### config.mk
export PLATFORM = sky130hd
export DESIGN_NAME = sensor_frame_relay_unit
export DESIGN_NICKNAME = d
export VERILOG_FILES = /design/src/srf_pkg.sv /design/src/srf_front.sv /design/src/srf_queue.sv /design/src/srf_back.sv /design/src/sensor_frame_relay_unit.sv
export SDC_FILE = /design/constraint.sdc
export NUM_CORES = 1
export LEC_CHECK = 0
export BUFFER_PORTS_ARGS = -buffer_cell sky130_fd_sc_hd__buf_2
export CAP_MARGIN = 10
export CORE_ASPECT_RATIO = 0.5
export CORE_UTILIZATION = 45
export DETAILED_ROUTE_END_ITERATION = 8
export PLACE_DENSITY = 0.67
export SLEW_MARGIN = 0
export SYNTH_ARGS = -nofsm -noshare
export SYNTH_HDL_FRONTEND = slang
export SYNTH_SLANG_ARGS = --single-unit
### constraint.sdc
create_clock -name clk -period 10.4 [get_ports clk]
set_input_delay 3.12 -clock clk [delete_from_list [all_inputs] [get_ports clk]]
set_output_delay 3.12 -clock clk [all_outputs]
set_load 0.01 [all_outputs]
### src/srf_pkg.sv
package srf_pkg;

  // Frame geometry
  localparam int FRAME_LEN = 28;
  localparam int IDX_W     = $clog2(FRAME_LEN);

  localparam logic [IDX_W-1:0] IDX_ADDR_HI  = IDX_W'(0);
  localparam logic [IDX_W-1:0] IDX_ADDR_MID = IDX_W'(1);
  localparam logic [IDX_W-1:0] IDX_ADDR_LO  = IDX_W'(2);
  localparam logic [IDX_W-1:0] IDX_VERSION  = IDX_W'(3);
  localparam logic [IDX_W-1:0] IDX_UNIT_LO  = IDX_W'(4);
  localparam logic [IDX_W-1:0] IDX_UNIT_HI  = IDX_W'(5);
  localparam logic [IDX_W-1:0] IDX_FLAGS    = IDX_W'(6);
  localparam logic [IDX_W-1:0] IDX_TEMP     = IDX_W'(7);
  localparam logic [IDX_W-1:0] IDX_SUM      = IDX_W'(FRAME_LEN - 1);

  // Flags byte layout
  localparam int FLAG_BAD_BIT  = 7;
  localparam int FLAG_LOST_BIT = 6;
  localparam int COUNT_W       = 4;

  // Register map
  localparam int CFG_IDX_W  = 2;
  localparam int CFG_DATA_W = 24;

  typedef enum logic [CFG_IDX_W-1:0] {
    REG_GATEWAY = 2'd0,
    REG_VERSION = 2'd1,
    REG_UNIT    = 2'd2
  } reg_idx_t;

  localparam logic [23:0] GATEWAY_RESET = 24'h142402;
  localparam logic [7:0]  VERSION_RESET = 8'h01;
  localparam logic [15:0] UNIT_RESET    = 16'h0003;

  // One classified message waiting to be serialized
  typedef struct packed {
    logic [7:0]  flags;
    logic [31:0] co2;
    logic [31:0] humid;
    logic [31:0] temp;
  } entry_t;

  // Configuration seen by the serializer
  typedef struct packed {
    logic [23:0] gateway_addr;
    logic [7:0]  proto_version;
    logic [15:0] unit_id;
  } cfg_t;

  // Queue status
  typedef struct packed {
    logic full;
    logic empty;
  } qstat_t;

  // Serializer status
  typedef struct packed {
    logic             pop;
    logic [IDX_W-1:0] idx;
  } bstat_t;

endpackage

### src/srf_front.sv
module srf_front (
  input  logic                   clk,
  input  logic                   rst,
  input  logic                   accept,
  input  logic [31:0]            seq_count,
  input  logic [31:0]            temp_bits,
  input  logic [31:0]            humid_bits,
  input  logic [31:0]            co2_level,
  input  logic [31:0]            rx_sum,
  output srf_pkg::entry_t        entry
);

  logic [31:0]                  last_seq;
  logic [srf_pkg::COUNT_W-1:0]  frame_count;
  logic                         started;
  logic [11:0]                  calc;
  logic                         good;
  logic                         lost;

  function automatic logic [9:0] byte_sum32(input logic [31:0] w);
    byte_sum32 = (10'(w[7:0]) + 10'(w[15:8])) + (10'(w[23:16]) + 10'(w[31:24]));
  endfunction

  // Check the byte sum and the sequence number
  always_comb begin
    calc = (12'(byte_sum32(seq_count)) + 12'(byte_sum32(temp_bits)))
         + (12'(byte_sum32(humid_bits)) + 12'(byte_sum32(co2_level)));
    good = ({20'd0, calc} == rx_sum);
    lost = started && (seq_count != last_seq + 32'd1);
  end

  // Build the queue entry; readings are blanked on a bad checksum
  always_comb begin
    entry.flags = {~good, lost, 2'b00, frame_count};
    entry.temp  = good ? temp_bits  : 32'd0;
    entry.humid = good ? humid_bits : 32'd0;
    entry.co2   = good ? co2_level  : 32'd0;
  end

  // Advance sequence tracking and frame counter per accepted message
  always_ff @(posedge clk) begin
    if (rst) begin
      last_seq    <= 32'd0;
      frame_count <= '0;
      started     <= 1'b0;
    end else if (accept) begin
      last_seq    <= seq_count;
      frame_count <= frame_count + 1'b1;
      started     <= 1'b1;
    end
  end

endmodule

### src/srf_queue.sv
module srf_queue #(
  parameter int DEPTH = 2
) (
  input  logic            clk,
  input  logic            rst,
  input  logic            push,
  input  srf_pkg::entry_t wr_entry,
  input  logic            pop,
  output srf_pkg::entry_t rd_entry,
  output srf_pkg::qstat_t stat
);

  // DEPTH is a power of two, at least 2
  localparam int PTR_W = $clog2(DEPTH);
  localparam int CNT_W = $clog2(DEPTH + 1);

  srf_pkg::entry_t   slots [DEPTH];
  logic [PTR_W-1:0]  wptr;
  logic [PTR_W-1:0]  rptr;
  logic [CNT_W-1:0]  count;

  assign stat.full  = (count == CNT_W'(DEPTH));
  assign stat.empty = (count == '0);
  assign rd_entry   = slots[rptr];

  // Store pushed entries
  always_ff @(posedge clk) begin
    if (push) begin
      slots[wptr] <= wr_entry;
    end
  end

  // Advance pointers and occupancy
  always_ff @(posedge clk) begin
    if (rst) begin
      wptr  <= '0;
      rptr  <= '0;
      count <= '0;
    end else begin
      if (push) begin
        wptr <= wptr + 1'b1;
      end
      if (pop) begin
        rptr <= rptr + 1'b1;
      end
      case ({push, pop})
        2'b10:   count <= count + 1'b1;
        2'b01:   count <= count - 1'b1;
        default: count <= count;
      endcase
    end
  end

endmodule

### src/srf_back.sv
module srf_back (
  input  logic            clk,
  input  logic            rst,
  input  srf_pkg::cfg_t   cfg,
  input  srf_pkg::entry_t entry,
  input  logic            avail,
  output srf_pkg::bstat_t stat,
  output logic            out_valid,
  input  logic            out_ready,
  output logic [7:0]      out_byte,
  output logic            out_last
);

  logic [srf_pkg::IDX_W-1:0] idx;
  logic [srf_pkg::IDX_W-1:0] off;
  logic [7:0]                sum;
  logic [7:0]                cur;
  logic [255:0]              payload;
  logic                      emit;
  logic                      at_end;
  logic                      summed;

  assign emit   = avail && (!out_valid || out_ready);
  assign at_end = (idx == srf_pkg::IDX_SUM);
  assign summed = (idx >= srf_pkg::IDX_VERSION) && (idx < srf_pkg::IDX_SUM);

  assign stat.pop = emit && at_end;
  assign stat.idx = idx;

  // Pick the current frame byte
  always_comb begin
    payload = {160'd0, entry.co2, entry.humid, entry.temp};
    off     = idx - srf_pkg::IDX_TEMP;
    case (idx)
      srf_pkg::IDX_ADDR_HI:  cur = cfg.gateway_addr[23:16];
      srf_pkg::IDX_ADDR_MID: cur = cfg.gateway_addr[15:8];
      srf_pkg::IDX_ADDR_LO:  cur = cfg.gateway_addr[7:0];
      srf_pkg::IDX_VERSION:  cur = cfg.proto_version;
      srf_pkg::IDX_UNIT_LO:  cur = cfg.unit_id[7:0];
      srf_pkg::IDX_UNIT_HI:  cur = cfg.unit_id[15:8];
      srf_pkg::IDX_FLAGS:    cur = entry.flags;
      srf_pkg::IDX_SUM:      cur = sum;
      default:               cur = payload[{off, 3'b000} +: 8];
    endcase
  end

  // Advance byte index and running sum per emitted byte
  always_ff @(posedge clk) begin
    if (rst) begin
      idx <= '0;
    end else if (emit) begin
      idx <= at_end ? '0 : idx + 1'b1;
    end
  end

  always_ff @(posedge clk) begin
    if (emit) begin
      if (idx == srf_pkg::IDX_ADDR_HI) begin
        sum <= 8'd0;
      end else if (summed) begin
        sum <= sum + cur;
      end
    end
  end

  // Output register: load on emit, drop valid once transferred
  always_ff @(posedge clk) begin
    if (rst) begin
      out_valid <= 1'b0;
    end else if (emit) begin
      out_valid <= 1'b1;
    end else if (out_ready) begin
      out_valid <= 1'b0;
    end
  end

  always_ff @(posedge clk) begin
    if (emit) begin
      out_byte <= cur;
      out_last <= at_end;
    end
  end

endmodule

### src/sensor_frame_relay_unit.sv
// Sensor frame relay. Each transfer on the s_ side is one received sensor
// message; the block checks its 32-bit byte-sum checksum, flags a gap in the
// sequence number (never on the first message after reset) and sends a
// 28-byte uplink frame on the m_ side, one byte per transfer, with m_tlast on
// the closing checksum byte. A message is checked and queued in the cycle it
// is transferred; the serializer then loads its frame byte by byte from the
// queue head into the single byte-wide output register, holding while
// m_tready is low, so a frame's first byte leaves only after its message is
// queued. The queue holds QUEUE_DEPTH messages (a power of two, at least 2),
// the one being serialized included, so QUEUE_DEPTH - 1 messages can wait
// behind the frame in flight and s_tready stays high until that queue fills.
// Registers are written through cfg_we/cfg_index/cfg_data: index 0 gateway
// address, 1 protocol version, 2 unit id; other indexes are ignored. The user
// must write them only while the block is idle; the block does not enforce it.
module sensor_frame_relay_unit #(
  parameter int QUEUE_DEPTH = 2
) (
  input  logic                           clk,
  input  logic                           rst,
  input  logic                           s_tvalid,
  output logic                           s_tready,
  // seq_count, temp_bits, humid_bits, co2_level, rx_sum (32 bits each)
  input  logic [159:0]                   s_tdata,
  output logic                           m_tvalid,
  input  logic                           m_tready,
  // frame_byte
  output logic [7:0]                     m_tdata,
  output logic                           m_tlast,
  input  logic                           cfg_we,
  input  logic [srf_pkg::CFG_IDX_W-1:0]  cfg_index,
  input  logic [srf_pkg::CFG_DATA_W-1:0] cfg_data
);

  srf_pkg::cfg_t   cfg;
  srf_pkg::entry_t front_entry;
  srf_pkg::entry_t head_entry;
  srf_pkg::qstat_t qstat;
  srf_pkg::bstat_t bstat;
  logic            accept;

  assign s_tready = !qstat.full;
  assign accept   = s_tvalid && s_tready;

  // Configuration registers
  always_ff @(posedge clk) begin
    if (rst) begin
      cfg.gateway_addr  <= srf_pkg::GATEWAY_RESET;
      cfg.proto_version <= srf_pkg::VERSION_RESET;
      cfg.unit_id       <= srf_pkg::UNIT_RESET;
    end else if (cfg_we) begin
      case (cfg_index)
        srf_pkg::REG_GATEWAY: cfg.gateway_addr  <= cfg_data[23:0];
        srf_pkg::REG_VERSION: cfg.proto_version <= cfg_data[7:0];
        srf_pkg::REG_UNIT:    cfg.unit_id       <= cfg_data[15:0];
        default:              cfg.unit_id       <= cfg.unit_id;
      endcase
    end
  end

  srf_front u_front (
    .clk        (clk),
    .rst        (rst),
    .accept     (accept),
    .seq_count  (s_tdata[31:0]),
    .temp_bits  (s_tdata[63:32]),
    .humid_bits (s_tdata[95:64]),
    .co2_level  (s_tdata[127:96]),
    .rx_sum     (s_tdata[159:128]),
    .entry      (front_entry)
  );

  srf_queue #(
    .DEPTH (QUEUE_DEPTH)
  ) u_queue (
    .clk      (clk),
    .rst      (rst),
    .push     (accept),
    .wr_entry (front_entry),
    .pop      (bstat.pop),
    .rd_entry (head_entry),
    .stat     (qstat)
  );

  srf_back u_back (
    .clk       (clk),
    .rst       (rst),
    .cfg       (cfg),
    .entry     (head_entry),
    .avail     (!qstat.empty),
    .stat      (bstat),
    .out_valid (m_tvalid),
    .out_ready (m_tready),
    .out_byte  (m_tdata),
    .out_last  (m_tlast)
  );

  // The queue never takes a message while full
  a_no_overflow: assert property (@(posedge clk) disable iff (rst)
    !(accept && qstat.full))
    else $error("message pushed into a full queue");

  // A message leaves the queue only when its last byte is produced
  a_pop_at_end: assert property (@(posedge clk) disable iff (rst)
    bstat.pop |-> (bstat.idx == srf_pkg::IDX_SUM) && !qstat.empty)
    else $error("queue popped before the frame was complete");

  // After the closing byte is produced the next frame starts at byte zero
  a_restart: assert property (@(posedge clk) disable iff (rst)
    bstat.pop |=> (bstat.idx == srf_pkg::IDX_ADDR_HI) && m_tlast)
    else $error("frame index did not restart after the checksum byte");

endmodule

# Word level (Yosys, flattened, before mapping)
# Memories as Yosys holds them, arrays and structs flattened. A register that Yosys moved wholly into a read port is not among the register bits.
# Cells that the tools add are included.
word_totals:
  reg_bits: 112
  word_cells: 89
  ram_bits: 204
  in_bits: 191
  n_memories: 1
  out_inout_bits: 11
op_classes:
  n_eq_ne: 14
  shifts: 1
  n_mux: 13
  magnitude_cmp: 2
  add_sub_neg: 24
  reduce_logical: 19
  bitwise_logic: 1
memory_table:
  columns: ["memory", "depth", "width", "read_ports", "rd_ports_with_merged_regs", "wr", "line_no", "source"]
  rows:
  - ["u_queue.slots", 2, 102, 1, 1, 1, "srf_queue.sv:17", "srf_pkg::entry_t slots [DEPTH];"]
ops:
  columns: ["cell", "n"]
  rows:
  - ["256-bit by 9-bit indexed part select with 8-bit output", 1]
  - ["32-bit two-way mux", 3]
  - ["8-bit by 8-bit adder with 9-bit output", 8]
  - ["8-bit one-hot mux with 8 select lines", 1]
  - ["10-bit adder", 4]
  - ["32-bit by 1-bit adder with 32-bit output (second input constant)", 1]
  - ["12-bit by 32-bit equality test with 1-bit output", 1]
  - ["32-bit inequality test", 1]
  - ["10-bit by 10-bit adder with 11-bit output", 2]
  - ["5-bit by 3-bit equality test with 1-bit output (second input constant)", 3]
  - ["12-bit adder", 1]
  - ["5-bit by 2-bit equality test with 1-bit output (second input constant)", 2]
  - ["8-bit adder", 1]
  - ["8-bit two-way mux", 1]
  - ["2-bit AND reduction", 4]
  - ["2-bit equality test (second input constant)", 3]
  - ["1-bit two-way mux", 6]
  - ["2-bit nonzero test", 3]
  - ["5-bit by 1-bit adder with 5-bit output (second input constant)", 1]
  - ["5-bit by 1-bit equality test with 1-bit output (second input constant)", 1]
  - ["5-bit equality test (second input constant)", 1]
  - ["5-bit by 2-bit >= comparator with 1-bit output (second input constant)", 1]
  - ["1-bit logical AND", 5]
  - ["5-bit logical NOT", 1]
  - ["13 further kinds", 18]

# Longest topological paths before layout
depth:
  depth_word: 6
  ltp_mapped: 30
  mapped_depth_nobuf: 27

# Modules after synthesis
# Synthesis repeated with hierarchy kept, for this count alone.
unflattened:
  hier_cells: 1526
  hier_area_um2: 19108.3
modules_own_cells:
  columns: ["mod", "cells_per_inst", "instances", "area_each_um2"]
  rows:
  - ["srf_queue", 346, 1, 7951.4]
  - ["srf_front", 744, 1, 6640.1]
  - ["srf_back", 243, 1, 2493.6]
  - ["sensor_frame_relay_unit", 193, 1, 2023.2]

# Worst setup path after synthesis
# OpenSTA, ideal clock, no wires.
synth_path:
  path_type: "input-to-reg"
  startpoint: "in s_tvalid"
  endpoint: "mem u_queue.slots[0][0] in the netlist's numbering, enable pin"
  path_buffers: 1
  slack_ns: 1.921
  t_arrival_ns: 7.914
  cell_stages: 4
  cell_sequence: "and2_1 > clkinv_1 > clkbuf_1 > nor2_1"
synth_via:
  elab_chain_cells: 3
synth_rtl:
  columns: ["item", "line_no", "source"]
  rows:
  - ["start, declared", "sensor_frame_relay_unit.sv:20", "input logic s_tvalid,"]
  - ["1-bit logical AND", "sensor_frame_relay_unit.sv:42", "assign accept = s_tvalid && s_tready;"]
  - ["1-bit two-way mux", "srf_queue.sv:28", "if (push) begin"]
  - ["1-bit two-way mux (not written as such)", "srf_queue.sv:29", "slots[wptr] <= wr_entry;"]
  - ["end, declared", "srf_queue.sv:17", null]
# Every way passes these cells.

==> impl_metrics.toml <==
[sta]
max_freq_mhz = 110
rsz0062_at_grt = "false"
maxSlewHeadroom = 0.281
maxSlewViolCount = 0
finalHoldViolCount = 0
setup_viol = 0
final.setup.tns_ns = 0
period_share = 0.871
tightest_slew_ns = 1.08
skew_ns = 0.0169
period_needed_ns = 9.06

[power]
power_frac_comb = 0.629
p_int_uw = 3740
leakage_uw = 0.00888
switching_share = 0.471
pwr-share-clk = 0.160
p_seq_frac = 0.210
vdd_drop_max_uv = 1240
powerDensity_mw_per_mm2 = 326
switching_power_uw = 3330

[clock_network]
numCtsBuffers = 29
htree_levels = 1
clock_path_buffers = 3
cts_tree = "yes"
cts_setup_buffers = 0
cts.sinks = 317
ctsResizeCount = 0
worstSkewPairLatency_ns = 0.58
root_buffer = "clkbuf_16"
path_clk_slew_ns = 0.06
hold_buffers = 0

[setup_path]
crit_buf_inv = 4
reg2reg_slack_ns = 5.39
worstSetupPathType = "in -> reg"
worst_r2r_endpoint = "u_back.sum[7]"
timing.rr.start = "u_back.idx[0]"
critPathCaptureType = "flop"
slowest_delay_ns = 0.60
start_kind = "input pin"
cp_top_family = "compound AO/OA/AOI/OAI gates"
arrival_ns = 9.49
worst_path_max_delay_cell = "and4_2"
cp_max_fo = 24
worstRegToRegCells = 15
worst_path_most_repeated_cell = "ha_1"
worstPathRequired_ns = 10.83

[die]
fp-row-count = 52
core_area_sq_mm = 0.0411
start_util = 0.464
die_y_um = 148
die_area_sq_mm = 0.0432
io_pins = 202
die_w_um = 293

[cells_and_area]
fin_util = 0.528
drive_gt1_frac = 0.178
areaGrowthSynthToFinish_pct = 13.7
nFillCells = 3612
multi_input_area_sq_mm = 0.00982
seqCellArea_sq_mm = 0.00856
nNetsFinal = 2283

[place]
io_buffers = 201
routabilityCongestion = 0.878
place_hpwl_mm = 34.4

[yosys]
yosys_warnings = 0
synth-seq-area-share = 0.449
ys_types = 64
synth.mux.area_fraction = 0.0831
synthSimpleGateAreaFrac = 0.126
synth_compound_area_frac = 0.120
synth_edf_count = 221
synth_adder_area_share = 0.112
syn_area_sq_mm = 0.0191
synth_area_per_cell_sq_um = 10.8
synth-xor-area-share = 0.0726
synthCells = 1760
ys_ff_latch = 317
synthArstFlopShare = 0
synth_ff_type = "edfxtp_1"
synth_top_family_by_area = "simple AND/OR/NAND/NOR gates"
synth_nets = 2112

[route]
drc_errors = 0
drt_iter0_drc = 879
ant_nets = 0
routed_wirelength_mm = 46.6
viasPerCell = 5.50
wl_per_cell_um = 18.5
vias = 13900
drtPass1Iterations = 5

[hold_path]
hp-class = "reg -> reg"
min_to = "cfg[41]"
min_from = "cfg[41]"
min_path_cells = 2

[grt]
grt_pass1_vias = 13600
grt_usage = 0.216
antenna_found_initial = 0
grt_pass1_wl_mm = 73.1
grt_start_max_net_pins = 97
overflow = 0

[run]
cap_violations = 0

[outcome]
status = "finished, final reports clean"
metal layers:
| metal | global-route usage | part of all wire |
|---|---|---|
| met2 | 0.373 | 0.50 |
| met3 | 0.0263 | 0.046 |
| met4 | 0.0568 | 0.022 |
| met5 | 0 | 0 |
| met1 | 0.287 | 0.44 |
cell type report:
cell class | count | share of cell area
repair buffers | 217 | 0.0531
clock inverters | 12 | 0.00774
clock buffers | 42 | 0.0392
inverters | 106 | 0.0184
well taps | 567 | 0.0328
diodes | 1 | 0.000116
multi-input cells | 1260 | 0.453
flip-flops and latches | 317 | 0.395
worst max path at each step:
| stage | from | to | slack, ns | cells after the start |
|---|---|---|---|---|
| final | s_tdata[96] | u_queue.slots[0][63] | 1.34 | 28 |
| after global routing | s_tdata[96] | u_queue.slots[0][63] | 0.78 | 28 |
| after CTS | s_tdata[32] | u_queue.slots[1][23] | 1.47 | 28 |
| after detailed placement | s_tdata[32] | u_queue.slots[0][23] | 0.90 | 28 |
| after global placement | s_tdata[32] | u_queue.slots[0][7] | 1.07 | 28 |
| after floorplan | s_tvalid | u_queue.slots[0][0] | 1.92 | 4 |
flip-flops by register name, indices dropped and copies added (netlist names), named ones only:
signal,flops
u_queue.slots,204
cfg,48
u_back.sum,8
u_back.out_valid,1
u_front.frame_count,4
u_back.idx,5
u_queue.wptr,1
u_queue.rptr,1
u_back.out_byte,8
u_queue.count,2
u_front.started,1
u_back.out_last,1
u_front.last_seq,32
power groups by stage:
stage                     combinational, uW  sequential, uW  clock [uW]
after CTS                              4410            1490        1150
final                                  4450            1490        1130
after global routing                   4840            1490        1210
after global placement                 4440            1510           0
after floorplan                        3240            1510           0
after detailed placement               4390            1510           0
stage by stage:
step / worst slack, ns / area, sq um / cells / power [uW] / hold slack, ns
2_1_floorplan: 1.92 / 19100 / 1760 / 4750 / 0.436
3_3_place_gp: 1.07 / 20600 / 2467 / 5950 / 0.441
3_5_place_dp: 0.902 / 20600 / 2467 / 5910 / 0.449
4_1_cts: 1.47 / 21700 / 2521 / 7050 / 0.458
5_1_grt: 0.780 / 21700 / 2521 / 7540 / 0.467
6_report: 1.34 / 21700 / 2522 / 7070 / 0.457
kinds of logic (layout without fill, tap and decap cells):
kind of cell             after synthesis  count (layout)
AO/OA/AOI/OAI                        373             373
XOR/XNOR                             157             157
other                                  0               1
adder cells (fa/ha/maj)              161             161
buffers and inverters                183             377
flip-flops                           317             317
AND/OR/NAND/NOR                      482             482
multiplexers                          87              87
cells in the final DEF, fill, tap and decap left out, types with 5 or more instances in the layout:
master / Yosys / layout
edfxtp_1: 221 / 221
buf_2: 17 / 201
nand2_1: 183 / 183
a21oi_1: 174 / 174
ha_1: 145 / 145
xnor2_1: 113 / 113
inv_1: 105 / 105
and3_1: 99 / 98
dfxtp_1: 96 / 94
nor2_1: 83 / 82
mux4_2: 56 / 56
o21ai_0: 46 / 46
a21o_1: 43 / 43
xor2_1: 43 / 43
clkbuf_16: 0 / 30
o21bai_1: 25 / 25
mux2i_1: 22 / 21
a22oi_1: 20 / 20
nor3_1: 18 / 18
nand3_1: 16 / 16
fa_1: 16 / 16
buf_4: 0 / 14
nor2b_1: 12 / 12
nand4_1: 10 / 10
nand3b_1: 10 / 10
nand2b_1: 9 / 9
mux2_2: 9 / 9
a221oi_1: 9 / 9
nor4_1: 8 / 8
a22o_1: 7 / 7
o2111ai_1: 7 / 7
and2_1: 6 / 6
a21boi_0: 5 / 5
a2111oi_0: 5 / 5
o211ai_1: 5 / 5
clkbuf_8: 0 / 5
clkbuf_1: 53 / 5
synthesized netlist by cell type, types with 10 or more instances:
cell,number,share of area
xnor2_1,113,0.052
dfxtp_1,96,0.10
nor2_1,83,0.016
a21oi_1,174,0.046
buf_2,17,0.0045
xor2_1,43,0.020
o21bai_1,25,0.0098
fa_1,16,0.017
nand2_1,183,0.036
a21o_1,43,0.017
o21ai_0,46,0.012
clkbuf_1,53,0.010
nand3_1,16,0.0042
nor3_1,18,0.0047
mux2i_1,22,0.012
nand4_1,10,0.0033
nor2b_1,12,0.0039
edfxtp_1,221,0.35
inv_1,105,0.021
mux4_2,56,0.066
nand3b_1,10,0.0039
a22oi_1,20,0.0079
ha_1,145,0.095
and3_1,99,0.033
tightest hold or removal path, delay by kind of cell, from the launching register on:
family | cells | cell delay (ns)
AOI/OAI and AO/OA | 1 | 0.05
DFF | 1 | 0.31
and+or+nand+nor | 1 | 0.05
(Power assumes the default switching activity.)
